<file path="config.mk">
export PLATFORM = sky130hd
export DESIGN_NAME = scan_device_table
export DESIGN_NICKNAME = d
export VERILOG_FILES = /design/src/rtl/sdt_pkg.sv /design/src/rtl/sdt_ram.sv /design/src/rtl/sdt_ctrl.sv /design/src/rtl/sdt_datapath.sv /design/src/rtl/scan_device_table.sv
export VERILOG_INCLUDE_DIRS = /design/src /design/src/rtl
export SDC_FILE = /design/constraint.sdc
export NUM_CORES = 2
export LEC_CHECK = 0
export ABC_CLOCK_PERIOD_IN_PS = 25500
export BUFFER_PORTS_ARGS = -buffer_cell sky130_fd_sc_hd__buf_2
export CAP_MARGIN = 15
export CORE_MARGIN = 5
export CORE_UTILIZATION = 60
export DETAILED_ROUTE_END_ITERATION = 8
export HOLD_SLACK_MARGIN = 0.03
export PLACE_DENSITY_LB_ADDON = 0.3
export SLEW_MARGIN = 20
export SYNTH_ARGS = -nofsm -noshare
export SYNTH_HDL_FRONTEND = slang
export SYNTH_SLANG_ARGS = --single-unit
</file>
<file path="constraint.sdc">
create_clock -name i_clk -period 25.5 [get_ports i_clk]
set_input_delay 2.55 -clock i_clk [delete_from_list [all_inputs] [get_ports i_clk]]
set_output_delay 2.55 -clock i_clk [all_outputs]
set_load 0.02 [all_outputs]
</file>
<file path="src/rtl/scan_device_table_defines.svh">
// ----------------------------------------------------------------------------
// scan_device_table_defines
// Assertion macros used by the device table datapath.
// ----------------------------------------------------------------------------
`ifndef SCAN_DEVICE_TABLE_DEFINES_SVH
`define SCAN_DEVICE_TABLE_DEFINES_SVH

// Same-cycle implication, disabled while in reset
`define SDT_ASSERT_NOW(label, clk, rst_n, ante, cons, msg) \
    label: assert property (@(posedge clk) disable iff (!rst_n) (ante) |-> (cons)) \
        else $error(msg);

// Next-cycle implication, disabled while in reset
`define SDT_ASSERT_NEXT(label, clk, rst_n, ante, cons, msg) \
    label: assert property (@(posedge clk) disable iff (!rst_n) (ante) |=> (cons)) \
        else $error(msg);

`endif

</file>
<file path="src/rtl/sdt_pkg.sv">
// ----------------------------------------------------------------------------
// sdt_pkg
// Types, codes and helpers for the scan device table.
// ----------------------------------------------------------------------------
package sdt_pkg;

    typedef enum logic [1:0] {
        OP_ADD    = 2'd0,
        OP_LOOKUP = 2'd1,
        OP_CLEAR  = 2'd2,
        OP_LIST   = 2'd3
    } t_op;

    typedef enum logic [2:0] {
        EV_CREATE = 3'd0,
        EV_UPDATE = 3'd1,
        EV_DELETE = 3'd2,
        EV_HIT    = 3'd3,
        EV_MISS   = 3'd4,
        EV_LIST   = 3'd5,
        EV_EMPTY  = 3'd6
    } t_event;

    typedef enum logic [2:0] {
        ST_IDLE,
        ST_SEARCH,
        ST_HIT,
        ST_MISS,
        ST_CLR_RD,
        ST_CLR_OUT,
        ST_LIST_RD,
        ST_LIST_OUT
    } t_state;

    localparam int ADDR_BITS = 48;
    localparam int TYPE_BITS = 2;
    localparam int STR_BITS  = 8;
    localparam int NAME_BITS = 56;
    localparam int NAME_MAX  = 7;

    typedef struct packed {
        logic [1:0]                 op;
        logic [ADDR_BITS-1:0]       dev_addr;
        logic [TYPE_BITS-1:0]       dev_addr_type;
        logic signed [STR_BITS-1:0] signal_strength;
        logic                       name_given;
        logic [NAME_BITS-1:0]       dev_name;
    } t_sdt_in;

    typedef struct packed {
        logic [2:0]                 event_res;
        logic [ADDR_BITS-1:0]       out_addr;
        logic [TYPE_BITS-1:0]       out_addr_type;
        logic signed [STR_BITS-1:0] out_strength;
        logic [NAME_BITS-1:0]       out_name;
        logic [3:0]                 entry_index;
        logic [4:0]                 entry_count;
        logic                       last;
    } t_sdt_out;

    typedef struct packed {
        logic   load;     // capture the input item, restart the scan
        logic   rd_en;    // read one table entry
        logic   rd_top;   // read the highest used entry instead of the scan index
        logic   emit;     // transfer a result into the output register
        t_event ev;
    } t_sdt_cmd;

    typedef struct packed {
        logic [1:0] op;
        logic       match;
        logic       idx_end;
        logic       chk;
        logic       full;
        logic       empty;
        logic       out_free;
    } t_sdt_status;

    // Keep bytes up to the first zero byte, at most nchars of them
    function automatic logic [NAME_BITS-1:0] clip_name(input logic [NAME_BITS-1:0] raw,
                                                       input int unsigned nchars);
        logic [NAME_BITS-1:0] kept;
        logic                 alive;
        kept  = '0;
        alive = 1'b1;
        for (int b = 0; b < NAME_MAX; b++) begin
            if (b >= nchars || raw[8*b +: 8] == 8'h00) begin
                alive = 1'b0;
            end
            if (alive) begin
                kept[8*b +: 8] = raw[8*b +: 8];
            end
        end
        return kept;
    endfunction

endpackage

</file>
<file path="src/rtl/sdt_ram.sv">
// ----------------------------------------------------------------------------
// sdt_ram
// Generic single-write, single-read RAM with registered read data.
// ----------------------------------------------------------------------------
module sdt_ram #(
    parameter int WIDTH  = 8,
    parameter int DEPTH  = 16,
    parameter int ADDR_W = (DEPTH > 1) ? $clog2(DEPTH) : 1
) (
    input  logic              i_clk,
    input  logic              i_we,
    input  logic [ADDR_W-1:0] i_waddr,
    input  logic [WIDTH-1:0]  i_wdata,
    input  logic              i_re,
    input  logic [ADDR_W-1:0] i_raddr,
    output logic [WIDTH-1:0]  o_rdata
);

    logic [WIDTH-1:0] r_mem [DEPTH];
    logic [WIDTH-1:0] r_rdata;

    always_ff @(posedge i_clk) begin
        if (i_we) begin
            r_mem[i_waddr] <= i_wdata;
        end
        if (i_re) begin
            r_rdata <= r_mem[i_raddr];
        end
    end

    assign o_rdata = r_rdata;

endmodule

</file>
<file path="src/rtl/sdt_ctrl.sv">
// ----------------------------------------------------------------------------
// sdt_ctrl
// Operation sequencer: scans, updates, clears and lists the table.
// ----------------------------------------------------------------------------
module sdt_ctrl (
    input  logic                i_clk,
    input  logic                i_rst_n,
    input  logic                i_valid,
    input  logic [1:0]          i_op,
    input  sdt_pkg::t_sdt_status i_st,
    output logic                o_stall,
    output sdt_pkg::t_sdt_cmd   o_cmd
);
    import sdt_pkg::*;

    t_state r_state;
    t_state n_state;

    always_ff @(posedge i_clk) begin
        if (!i_rst_n) begin
            r_state <= ST_IDLE;
        end else begin
            r_state <= n_state;
        end
    end

    always_comb begin
        n_state       = r_state;
        o_stall       = 1'b1;
        o_cmd         = '0;
        o_cmd.ev      = EV_CREATE;
        case (r_state)
            ST_IDLE: begin
                o_stall = 1'b0;
                if (i_valid) begin
                    o_cmd.load = 1'b1;
                    case (i_op)
                        OP_ADD, OP_LOOKUP: n_state = ST_SEARCH;
                        OP_CLEAR:          n_state = ST_CLR_RD;
                        OP_LIST:           n_state = ST_LIST_RD;
                        default:           n_state = ST_IDLE;
                    endcase
                end
            end
            ST_SEARCH: begin
                // one read per cycle, compare in the cycle after the read
                if (i_st.match) begin
                    n_state = ST_HIT;
                end else if (!i_st.idx_end) begin
                    o_cmd.rd_en = 1'b1;
                end else if (!i_st.chk) begin
                    n_state = ST_MISS;
                end
            end
            ST_HIT: begin
                if (i_st.out_free) begin
                    o_cmd.emit = 1'b1;
                    o_cmd.ev   = (i_st.op == OP_ADD) ? EV_UPDATE : EV_HIT;
                    n_state    = ST_IDLE;
                end
            end
            ST_MISS: begin
                if (i_st.op == OP_ADD && i_st.full) begin
                    n_state = ST_IDLE;
                end else if (i_st.out_free) begin
                    o_cmd.emit = 1'b1;
                    o_cmd.ev   = (i_st.op == OP_ADD) ? EV_CREATE : EV_MISS;
                    n_state    = ST_IDLE;
                end
            end
            ST_CLR_RD: begin
                if (i_st.empty) begin
                    n_state = ST_IDLE;
                end else begin
                    o_cmd.rd_en  = 1'b1;
                    o_cmd.rd_top = 1'b1;
                    n_state      = ST_CLR_OUT;
                end
            end
            ST_CLR_OUT: begin
                if (i_st.out_free) begin
                    o_cmd.emit = 1'b1;
                    o_cmd.ev   = EV_DELETE;
                    n_state    = ST_CLR_RD;
                end
            end
            ST_LIST_RD: begin
                if (i_st.empty) begin
                    if (i_st.out_free) begin
                        o_cmd.emit = 1'b1;
                        o_cmd.ev   = EV_EMPTY;
                        n_state    = ST_IDLE;
                    end
                end else begin
                    o_cmd.rd_en = 1'b1;
                    n_state     = ST_LIST_OUT;
                end
            end
            ST_LIST_OUT: begin
                if (i_st.out_free) begin
                    o_cmd.emit = 1'b1;
                    o_cmd.ev   = EV_LIST;
                    n_state    = i_st.idx_end ? ST_IDLE : ST_LIST_RD;
                end
            end
            default: begin
                n_state = ST_IDLE;
            end
        endcase
    end

endmodule

</file>
<file path="src/rtl/sdt_datapath.sv">
// ----------------------------------------------------------------------------
// sdt_datapath
// Item register, entry RAM, scan counters, fill count and result register.
// ----------------------------------------------------------------------------
`include "scan_device_table_defines.svh"

module sdt_datapath #(
    parameter int MAX_ENTRIES = 16,
    parameter int NAME_CHARS  = 7
) (
    input  logic                 i_clk,
    input  logic                 i_rst_n,
    input  sdt_pkg::t_sdt_in     i_in,
    input  sdt_pkg::t_sdt_cmd    i_cmd,
    input  logic                 i_stall,
    output sdt_pkg::t_sdt_status o_st,
    output logic                 o_valid,
    output sdt_pkg::t_sdt_out    o_out
);
    import sdt_pkg::*;

    localparam int IDX_W  = (MAX_ENTRIES > 1) ? $clog2(MAX_ENTRIES) : 1;
    localparam int CNT_W  = $clog2(MAX_ENTRIES + 1);
    localparam int NAME_W = 8 * NAME_CHARS;
    localparam int STR_LO = ADDR_BITS + TYPE_BITS;
    localparam int NAM_LO = STR_LO + STR_BITS;
    localparam int ENT_W  = NAM_LO + NAME_W;

    t_sdt_in          r_item;
    logic [NAME_W-1:0] r_name;
    logic [CNT_W-1:0] r_idx;
    logic [CNT_W-1:0] r_used;
    logic             r_chk;
    logic [IDX_W-1:0] r_chk_idx;
    logic             r_out_valid;
    t_sdt_out         r_out;

    logic [ENT_W-1:0] w_rdata;
    logic [ENT_W-1:0] w_wdata;
    logic [ENT_W-1:0] w_upd_word;
    logic [ENT_W-1:0] w_new_word;
    logic [IDX_W-1:0] w_raddr;
    logic [IDX_W-1:0] w_waddr;
    logic             w_we;
    logic [CNT_W-1:0] w_used_m1;
    logic [CNT_W-1:0] w_used_p1;
    logic [NAME_BITS-1:0] w_clip;
    logic [NAME_W-1:0] w_upd_name;
    logic [NAME_W-1:0] w_new_name;
    logic [NAME_W-1:0] w_ent_name;
    logic [ADDR_BITS-1:0] w_ent_addr;
    logic [TYPE_BITS-1:0] w_ent_type;
    logic [STR_BITS-1:0]  w_ent_str;
    logic [CNT_W-1:0] w_sel_idx;
    logic [CNT_W-1:0] w_sel_cnt;
    logic [31:0]      w_idx_ext;
    logic [31:0]      w_cnt_ext;
    logic             w_last;
    logic             w_zero_ent;
    logic             w_out_free;
    t_sdt_out         w_out;

    assign w_clip     = clip_name(i_in.dev_name, NAME_CHARS);
    assign w_used_m1  = r_used - 1'b1;
    assign w_used_p1  = r_used + 1'b1;
    assign w_out_free = !r_out_valid || !i_stall;

    // ---- entry storage ----
    assign w_raddr = i_cmd.rd_top ? w_used_m1[IDX_W-1:0] : r_idx[IDX_W-1:0];

    assign w_upd_name = r_item.name_given ? r_name : w_rdata[ENT_W-1:NAM_LO];
    assign w_new_name = r_item.name_given ? r_name : '0;
    assign w_upd_word = {w_upd_name, r_item.signal_strength, w_rdata[STR_LO-1:0]};
    assign w_new_word = {w_new_name, r_item.signal_strength,
                         r_item.dev_addr_type, r_item.dev_addr};

    assign w_we    = i_cmd.emit && (i_cmd.ev == EV_UPDATE || i_cmd.ev == EV_CREATE);
    assign w_waddr = (i_cmd.ev == EV_CREATE) ? r_used[IDX_W-1:0] : r_chk_idx;
    assign w_wdata = (i_cmd.ev == EV_CREATE) ? w_new_word : w_upd_word;

    sdt_ram #(
        .WIDTH (ENT_W),
        .DEPTH (MAX_ENTRIES),
        .ADDR_W(IDX_W)
    ) u_ram (
        .i_clk  (i_clk),
        .i_we   (w_we),
        .i_waddr(w_waddr),
        .i_wdata(w_wdata),
        .i_re   (i_cmd.rd_en),
        .i_raddr(w_raddr),
        .o_rdata(w_rdata)
    );

    // ---- control registers ----
    always_ff @(posedge i_clk) begin
        if (!i_rst_n) begin
            r_used      <= '0;
            r_idx       <= '0;
            r_chk       <= 1'b0;
            r_out_valid <= 1'b0;
        end else begin
            r_chk <= i_cmd.rd_en;
            if (i_cmd.load) begin
                r_idx <= '0;
            end else if (i_cmd.rd_en && !i_cmd.rd_top) begin
                r_idx <= r_idx + 1'b1;
            end
            if (i_cmd.emit && i_cmd.ev == EV_CREATE) begin
                r_used <= w_used_p1;
            end else if (i_cmd.emit && i_cmd.ev == EV_DELETE) begin
                r_used <= CNT_W'(r_chk_idx);
            end
            if (i_cmd.emit) begin
                r_out_valid <= 1'b1;
            end else if (!i_stall) begin
                r_out_valid <= 1'b0;
            end
        end
    end

    // ---- payload registers ----
    always_ff @(posedge i_clk) begin
        if (i_cmd.load) begin
            r_item <= i_in;
            r_name <= w_clip[NAME_W-1:0];
        end
        if (i_cmd.rd_en) begin
            r_chk_idx <= w_raddr;
        end
        if (i_cmd.emit) begin
            r_out <= w_out;
        end
    end

    // ---- result build ----
    always_comb begin
        w_ent_addr = w_rdata[ADDR_BITS-1:0];
        w_ent_type = w_rdata[STR_LO-1:ADDR_BITS];
        w_ent_str  = w_rdata[NAM_LO-1:STR_LO];
        w_ent_name = w_rdata[ENT_W-1:NAM_LO];
        w_sel_idx  = CNT_W'(r_chk_idx);
        w_sel_cnt  = r_used;
        w_last     = 1'b1;
        w_zero_ent = 1'b0;
        case (i_cmd.ev)
            EV_CREATE: begin
                w_ent_addr = r_item.dev_addr;
                w_ent_type = r_item.dev_addr_type;
                w_ent_str  = r_item.signal_strength;
                w_ent_name = w_new_name;
                w_sel_idx  = r_used;
                w_sel_cnt  = w_used_p1;
            end
            EV_UPDATE: begin
                w_ent_str  = r_item.signal_strength;
                w_ent_name = w_upd_name;
            end
            EV_DELETE: begin
                // entries left once this one is gone
                w_sel_cnt = CNT_W'(r_chk_idx);
                w_last    = (r_chk_idx == '0);
            end
            EV_HIT: begin
            end
            EV_MISS: begin
                w_zero_ent = 1'b1;
                w_ent_addr = r_item.dev_addr;
                w_ent_type = r_item.dev_addr_type;
                w_sel_idx  = '0;
            end
            EV_LIST: begin
                w_last = (r_idx == r_used);
            end
            EV_EMPTY: begin
                w_zero_ent = 1'b1;
                w_ent_addr = '0;
                w_ent_type = '0;
                w_sel_idx  = '0;
                w_sel_cnt  = '0;
            end
            default: begin
            end
        endcase
        if (w_zero_ent) begin
            w_ent_str  = '0;
            w_ent_name = '0;
        end
        w_idx_ext           = 32'(w_sel_idx);
        w_cnt_ext           = 32'(w_sel_cnt);
        w_out.event_res     = i_cmd.ev;
        w_out.out_addr      = w_ent_addr;
        w_out.out_addr_type = w_ent_type;
        w_out.out_strength  = w_ent_str;
        w_out.out_name      = NAME_BITS'(w_ent_name);
        w_out.entry_index   = w_idx_ext[3:0];
        w_out.entry_count   = w_cnt_ext[4:0];
        w_out.last          = w_last;
    end

    // ---- status ----
    assign o_st.op       = r_item.op;
    assign o_st.match    = r_chk && w_rdata[ADDR_BITS-1:0] == r_item.dev_addr
                           && w_rdata[STR_LO-1:ADDR_BITS] == r_item.dev_addr_type;
    assign o_st.idx_end  = (r_idx == r_used);
    assign o_st.chk      = r_chk;
    assign o_st.full     = (r_used == CNT_W'(MAX_ENTRIES));
    assign o_st.empty    = (r_used == '0);
    assign o_st.out_free = w_out_free;

    assign o_valid = r_out_valid;
    assign o_out   = r_out;

    // ---- checks ----
    `SDT_ASSERT_NOW(a_used_bound, i_clk, i_rst_n, 1'b1, r_used <= CNT_W'(MAX_ENTRIES), "fill count above table size")
    `SDT_ASSERT_NOW(a_emit_free, i_clk, i_rst_n, i_cmd.emit, w_out_free, "result overwrites a pending transfer")
    `SDT_ASSERT_NEXT(a_create_grow, i_clk, i_rst_n, i_cmd.emit && i_cmd.ev == EV_CREATE, r_used == $past(r_used) + 1'b1, "create did not grow the table")
    `SDT_ASSERT_NEXT(a_delete_shrink, i_clk, i_rst_n, i_cmd.emit && i_cmd.ev == EV_DELETE, r_used == $past(r_used) - 1'b1, "delete did not shrink the table")

endmodule

</file>
<file path="src/rtl/scan_device_table.sv">
// ----------------------------------------------------------------------------
// scan_device_table
// Table of seen radio devices: add/update, lookup, clear and list.
//
//   channel  | signals                    | payload
//   ---------+----------------------------+-----------
//   input    | i_valid, o_stall           | i_in  (t_sdt_in)
//   result   | o_valid, i_stall           | o_out (t_sdt_out)
//
// One item at a time; o_stall is low only while the sequencer is idle.
// Add and lookup read one entry per cycle and compare in the next cycle;
// the result is loaded after a match or at the end of the scan. Clear
// deletes the highest used entry until the table is empty; list gives one
// result per entry, or one empty result for an empty table. Reset empties
// the table at once, no clearing pass. A stalled result sits in the output
// register; the next result waits.
// ----------------------------------------------------------------------------
module scan_device_table #(
    parameter int MAX_ENTRIES = 16,
    parameter int NAME_CHARS  = 7
) (
    input  logic              i_clk,
    input  logic              i_rst_n,
    input  logic              i_valid,
    output logic              o_stall,
    input  sdt_pkg::t_sdt_in  i_in,
    output logic              o_valid,
    input  logic              i_stall,
    output sdt_pkg::t_sdt_out o_out
);
    import sdt_pkg::*;

    t_sdt_cmd    w_cmd;
    t_sdt_status w_st;

    sdt_ctrl u_ctrl (
        .i_clk  (i_clk),
        .i_rst_n(i_rst_n),
        .i_valid(i_valid),
        .i_op   (i_in.op),
        .i_st   (w_st),
        .o_stall(o_stall),
        .o_cmd  (w_cmd)
    );

    sdt_datapath #(
        .MAX_ENTRIES(MAX_ENTRIES),
        .NAME_CHARS (NAME_CHARS)
    ) u_dp (
        .i_clk  (i_clk),
        .i_rst_n(i_rst_n),
        .i_in   (i_in),
        .i_cmd  (w_cmd),
        .i_stall(i_stall),
        .o_st   (w_st),
        .o_valid(o_valid),
        .o_out  (o_out)
    );

endmodule
</file>
* Word level (Yosys, flattened, before mapping)
Memory sizes are Yosys's and may differ from the RTL's. A register that Yosys moved wholly into a read port is not among the register bits.
Cells that the tools add are included.
** Storage, ports and cells
- Register bits :: 263
- Bits in latches :: 0
- RAM bits :: 1824
- Memory bits (read-only) :: 0
- Input bits :: 121
- Output and inout port bits :: 129
- Word-level logic and storage cells :: 146
- Memories kept :: 1
** Cells by class
- Add/sub/neg operators :: 3
- Multipliers :: 0
- Divide/modulo/power cells :: 0
- Order comparisons :: 0
- Equal/unequal tests :: 25
- Shift-type cells :: 0
- Multiplexer cells :: 58
- Bitwise operators :: 1
- Reduce and logical (&&, ||, !) cells :: 32
** Memory list
- u_dp.u_ram.r_mem :: depth 16, width 114, rd ports 1, clocked after memory_dff 1, wr ports 1, line sdt_ram.sv:19 : logic [WIDTH-1:0] r_mem [DEPTH];
** Operator list (count)
- 114-bit 2-to-1 mux :: 1
- 56-bit 2-to-1 mux :: 2
- 56-bit case mux with 2 select lines :: 1
- 48-bit case mux with 2 select lines :: 1
- 8-bit zero test :: 7
- 48-bit equality test :: 1
- 3-bit 2-to-1 mux :: 12
- 4-bit 2-to-1 mux :: 9
- 3-bit case mux with 8 select lines :: 1
- 3-bit equality test, second input constant :: 7
- 4-bit case mux with 5 select lines :: 1
- 1-bit 2-to-1 mux :: 19
- 5-bit case mux with 3 select lines :: 1
- 5-bit by 1-bit adder with 5-bit output, second input constant :: 2
- 5-bit 2-to-1 mux :: 2
- 2-bit OR reduction :: 5
- 3-bit by 2-bit equality test with 1-bit output, second input constant :: 3
- 3-bit case mux with 3 select lines :: 1
- 8-bit 2-to-1 mux :: 1
- 4-bit case mux with 2 select lines :: 1
- 1-bit logical AND :: 7
- 3-bit by 1-bit equality test with 1-bit output, second input constant :: 2
- 3-bit zero test :: 2
- 2-bit by 1-bit inequality test with 1-bit output, second input constant :: 3
- other kinds (21) :: 27

* Logic depth before layout (Yosys ltp)
- Word-level depth :: 10
- Gate-level depth with buffers :: 15
- Mapped depth without buffers :: 9

* Cells and area by module
From an unflattened synthesis, not the netlist that was laid out.
** Second synthesis, totals
- Cell total of the unflattened synthesis :: 3826
- Area total of the unflattened synthesis :: 83919.2 sq um
** By module, submodules not included
- sdt_ram :: times used 1, cells each 2916, area an instance 71591.2 sq um
- sdt_datapath :: times used 1, cells each 854, area an instance 11926.4 sq um
- sdt_ctrl :: times used 1, cells each 56, area an instance 401.6 sq um

* Worst setup path before layout
OpenSTA, ideal clock, no wires.
- Path kind :: input-to-reg
- Start point :: in i_stall
- End point :: mem u_dp.u_ram.r_mem[10][0] (netlist name) (enable)
- Data arrival time :: 9.828 ns
- Required time :: 24.911 ns
- Slack :: 15.084 ns
- Stages on the path :: 5
- Cells stage by stage :: nand2_1 > o221a_2 > and2_1 > o21ai_0 > nor2_1
** RTL lines
- start: declaration :: line scan_device_table.sv:28 : input logic i_stall,
- end: declaration :: line sdt_ram.sv:19

* Worst setup path in the final report
- Start point :: reg u_dp.r_used[0]
- End point :: reg u_dp.u_ram.r_rdata[53], in the netlist u_dp.u_ram.o_rdata[53], read port of u_dp.u_ram.r_mem, data pin
** Between the ends
- Longest elaborated chain between the ends :: 4
** Ends and longest elaborated chain
- start: declaration :: line sdt_datapath.sv:32 : logic [CNT_W-1:0] r_used;
- start signal: assignment :: line sdt_datapath.sv:110 : r_used <= w_used_p1;
- start signal: assignment :: line sdt_datapath.sv:112 : r_used <= CNT_W'(r_chk_idx);
- 5-bit equality test / 5-bit zero test (equally long branches) :: line sdt_datapath.sv:205, sdt_datapath.sv:208
- 1-bit 2-to-1 mux / 2-bit 2-to-1 mux (equally long branches) :: line sdt_ctrl.sv:49, sdt_ctrl.sv:72
- 1-bit 2-to-1 mux, on equally long branches :: line sdt_ctrl.sv:47, sdt_ctrl.sv:32
- 1-bit case mux with 3 select lines / 4-bit 2-to-1 mux (equally long branches) :: line sdt_ctrl.sv:32, sdt_datapath.sv:69
- end: declaration :: line sdt_ram.sv:20 : logic [WIDTH-1:0] r_rdata;
Parallel ways exist; a longest one is shown, timed or not.
A chain may end at the register's enable or synchronous reset.

==> results.toml <==
[status]
status = "finished clean"

[timing]
hold_viol = 0
finalSetupViolCount = 0
clock.fmax_ghz = 0.1319
fin_worst_skew_ns = 0.06837
max-slew-margin-rel = 0.1298
worst_slew_pin_slew_ns = 1.305
fin_crit_sh = 0.2973
min_period_ns = 7.581
rsz0062_at_grt = "no"
drv_slew = 0
finalSetupTns_ns = 0

[clocking]
numCtsBuffers = 216
cts_buffer_depth = 3
cts_tree = "built"
cts-root-buf = "clkbuf_16"
clkTransAtPathRegs_ns = 0.06
clk_latency_ns = 0.86
clock_sinks = 2201
cts_hold_buf = 0
cts_setup_buffers = 0
cts_max_level = 4
post_cts_resized = 0

[hold_path]
hp-start = "u_dp.r_idx[3]"
hp-class = "flop to flop"
holdPathEnd = "u_dp.r_idx[3]"
holdPathStages = 2

[logic_synthesis]
syn_area_sq_mm = 0.09463
synth_nets = 6779
synthArstFlopShare = 0
ys_warn_count = 0
ys_seq_area_frac = 0.6969
avgSynthCellArea_sq_um = 14.22
ys.flop_type = "edfxtp_1"
ys_ff_latch = 2201
syn_inst = 6654
synth_edf_count = 2186
ys_types = 65

[floorplan]
io_pins = 250
die_area_sq_mm = 0.1658
initial_core_util = 0.6044
fp.dieH_um = 407.1
dieWidth_um = 407.1
placementRows = 145
core_sq_mm = 0.1566

[drt]
ant_nets = 0
routedWlPerCell_um = 29.84
vias = 64230
drt_iter0_drc = 10560
first_pass_iters = 6
via_per_inst = 7.293
drt-total-wl_mm = 262.8
drcViolationCount = 0

[placed_design]
numPortBuffers = 249
dpl.hpwl_mm = 132.6
globalplace.congestion = 0.8353

[final_layout]
drive_above_1_share = 0.1033
area_delta_synth_final_pct = 9.905
nFillCells = 10520
fin_nets = 6686

[job]
maxCapViolCount = 0

[worst_setup_path]
ff2ff_setup_slack_ns = 17.92
cp.required_ns = 26.10
timing.rr.end = "u_dp.u_ram.o_rdata[53]"
timing_worst_setup_path_type = "flop to flop"
worstPathMaxFanout = 273
r2r_start = "u_dp.r_used[0]"
end_kind = "flop"
critPathLaunchType = "flop"
r2r_cells = 12
arrival_ns = 8.18

[grt]
antenna_found_initial = 11
grt_pass1_wl_mm = 390.5
grt_max_degree = 274
overflow = 0
grt.total_usage = 0.3040
grt_use_met3 = 0.05895
grt_pass1_vias = 62100
grt.busiest_layer = "met2"
met2_usage = 0.4736
grtUsageMet1 = 0.4361

[pwr]
p_leak_nw = 33.87
pwr_density_cell_mw_per_mm2 = 75.86
power_mw = 7.890
ir_worst_vdd_v = 0.00007536
-- flip-flops by register name, summed over array words and instances, names as in the netlist --
register and flops:
u_dp.u_ram.r_mem 1824, u_dp.o_out 127, u_dp.u_ram.o_rdata 114, u_dp.r_item 59, u_dp.r_name 56, u_dp.r_idx 5, u_dp.r_used 5, u_dp.r_chk_idx 4
u_ctrl.r_state 3, u_dp.o_st 2, u_dp.o_valid 1, u_dp.r_chk 1
-- cell usage after synthesis, types with 37 or more instances --
library cell     n  area share
edfxtp_1      2186        0.69
nor3b_1        800       0.063
clkbuf_1       597       0.024
and3_1         582       0.038
a2111oi_0      568       0.053
nand2_1        403       0.016
a211oi_1       343       0.027
nor3_1         242       0.013
a21oi_1        127      0.0067
a311oi_1       114       0.011
or4_1          114      0.0090
a22o_1         107      0.0099
a32o_1          56      0.0059
buf_2           51      0.0027
and2_1          46      0.0030
xor2_1          43      0.0040
nor2_1          37      0.0015
-- worst max-delay path by stage --
stage / startpoint / end / slack [ns] / depth (start not counted)
after floorplan: i_stall / u_dp.u_ram.r_mem[10][0] / 15.08 / 5
after global placement: i_stall / u_dp.u_ram.r_mem[4][41] / 18.02 / 8
after detailed placement: i_stall / u_dp.u_ram.r_mem[4][41] / 18.12 / 8
after CTS: u_dp.r_used[0] / u_dp.u_ram.o_rdata[65] / 18.20 / 12
after global routing: u_dp.r_used[0] / u_dp.u_ram.o_rdata[53] / 17.58 / 12
final: u_dp.r_used[0] / u_dp.u_ram.o_rdata[53] / 17.92 / 12
-- routing by layer --
metal  wire length, um  part of all wire
met5                34           0.00013
met4              8331             0.032
met3             32380              0.12
met2            122400              0.47
met1             99730              0.38
-- critical path: stages, from the launching register on --
cell	delay, ns
dfxtp_4	0.83
inv_1	0.34
ha_1	0.32
nor4b_4	0.18
nor2_4	0.72
buf_12	0.71
buf_4	0.80
buf_4	0.81
buf_4	0.87
nor3b_1	0.10
a2111oi_0	0.58
a211oi_1	0.12
or4_1	0.49
-- cell usage in the layout (no fill, tap or decap), types with 8 or more instances in the layout --
master	netlist	final
edfxtp_1	2186	2186
nor3b_1	800	800
and3_1	582	582
a2111oi_0	568	568
nand2_1	403	400
a211oi_1	343	343
buf_2	51	249
nor3_1	242	242
clkbuf_16	0	220
a21oi_1	127	127
a311oi_1	114	114
or4_1	114	114
buf_4	1	110
a22o_1	107	107
clkinv_1	0	63
clkbuf_1	597	57
a32o_1	56	56
and2_1	46	45
xor2_1	43	43
clkinv_2	0	31
o21ai_0	30	27
nor4_1	23	22
inv_1	19	19
nor2_4	0	19
nor2_1	37	18
mux2i_1	15	15
bufinv_16	0	15
dfxtp_1	15	13
nand3_1	9	9
nand2b_1	10	8
xnor2_1	8	8
-- area by class of cell --
cell class	instances	area (sq um)	area share
clock inverter	125	1155	0.01110
tap	2058	2575	0.02476
clock buffer	278	5733	0.05512
inverter	21	98.84	0.0009504
timing repair buffer	367	2240	0.02153
antenna	3	7.507	0.00007218
sequential	2201	65950	0.6341
multi-input combinational	3754	26240	0.2523
-- metrics by stage --
step	hold WS [ns]	util	setup WS (ns)	area, sq um	instances
finish	0.5167	0.6643	17.92	104000	8807
CTS	0.5178	0.6640	18.20	104000	8803
global placement	0.5098	0.6200	18.02	97070	8400
global route	0.5446	0.6642	17.58	104000	8804
detailed placement	0.5091	0.6200	18.12	97070	8400
floorplan	0.4792	-	15.08	94630	6654
-- power by group --
group          switching (mW)  total, mW  internal, mW
Sequential             0.0472       4.23          4.18
Combinational           0.415      0.547         0.132
Clock                    1.37       3.11          1.74
-- cell families after synthesis --
kind of cell / share of synthesized area
buffers and inverters: 0.02860
adder cells (fa/ha/maj): 0.0005289
AND/OR/NAND/NOR: 0.1491
multiplexers: 0.001587
AO/OA/AOI/OAI: 0.1186
XOR/XNOR: 0.004720
flip-flops: 0.6969
Power figures use the tool's default switching activity.
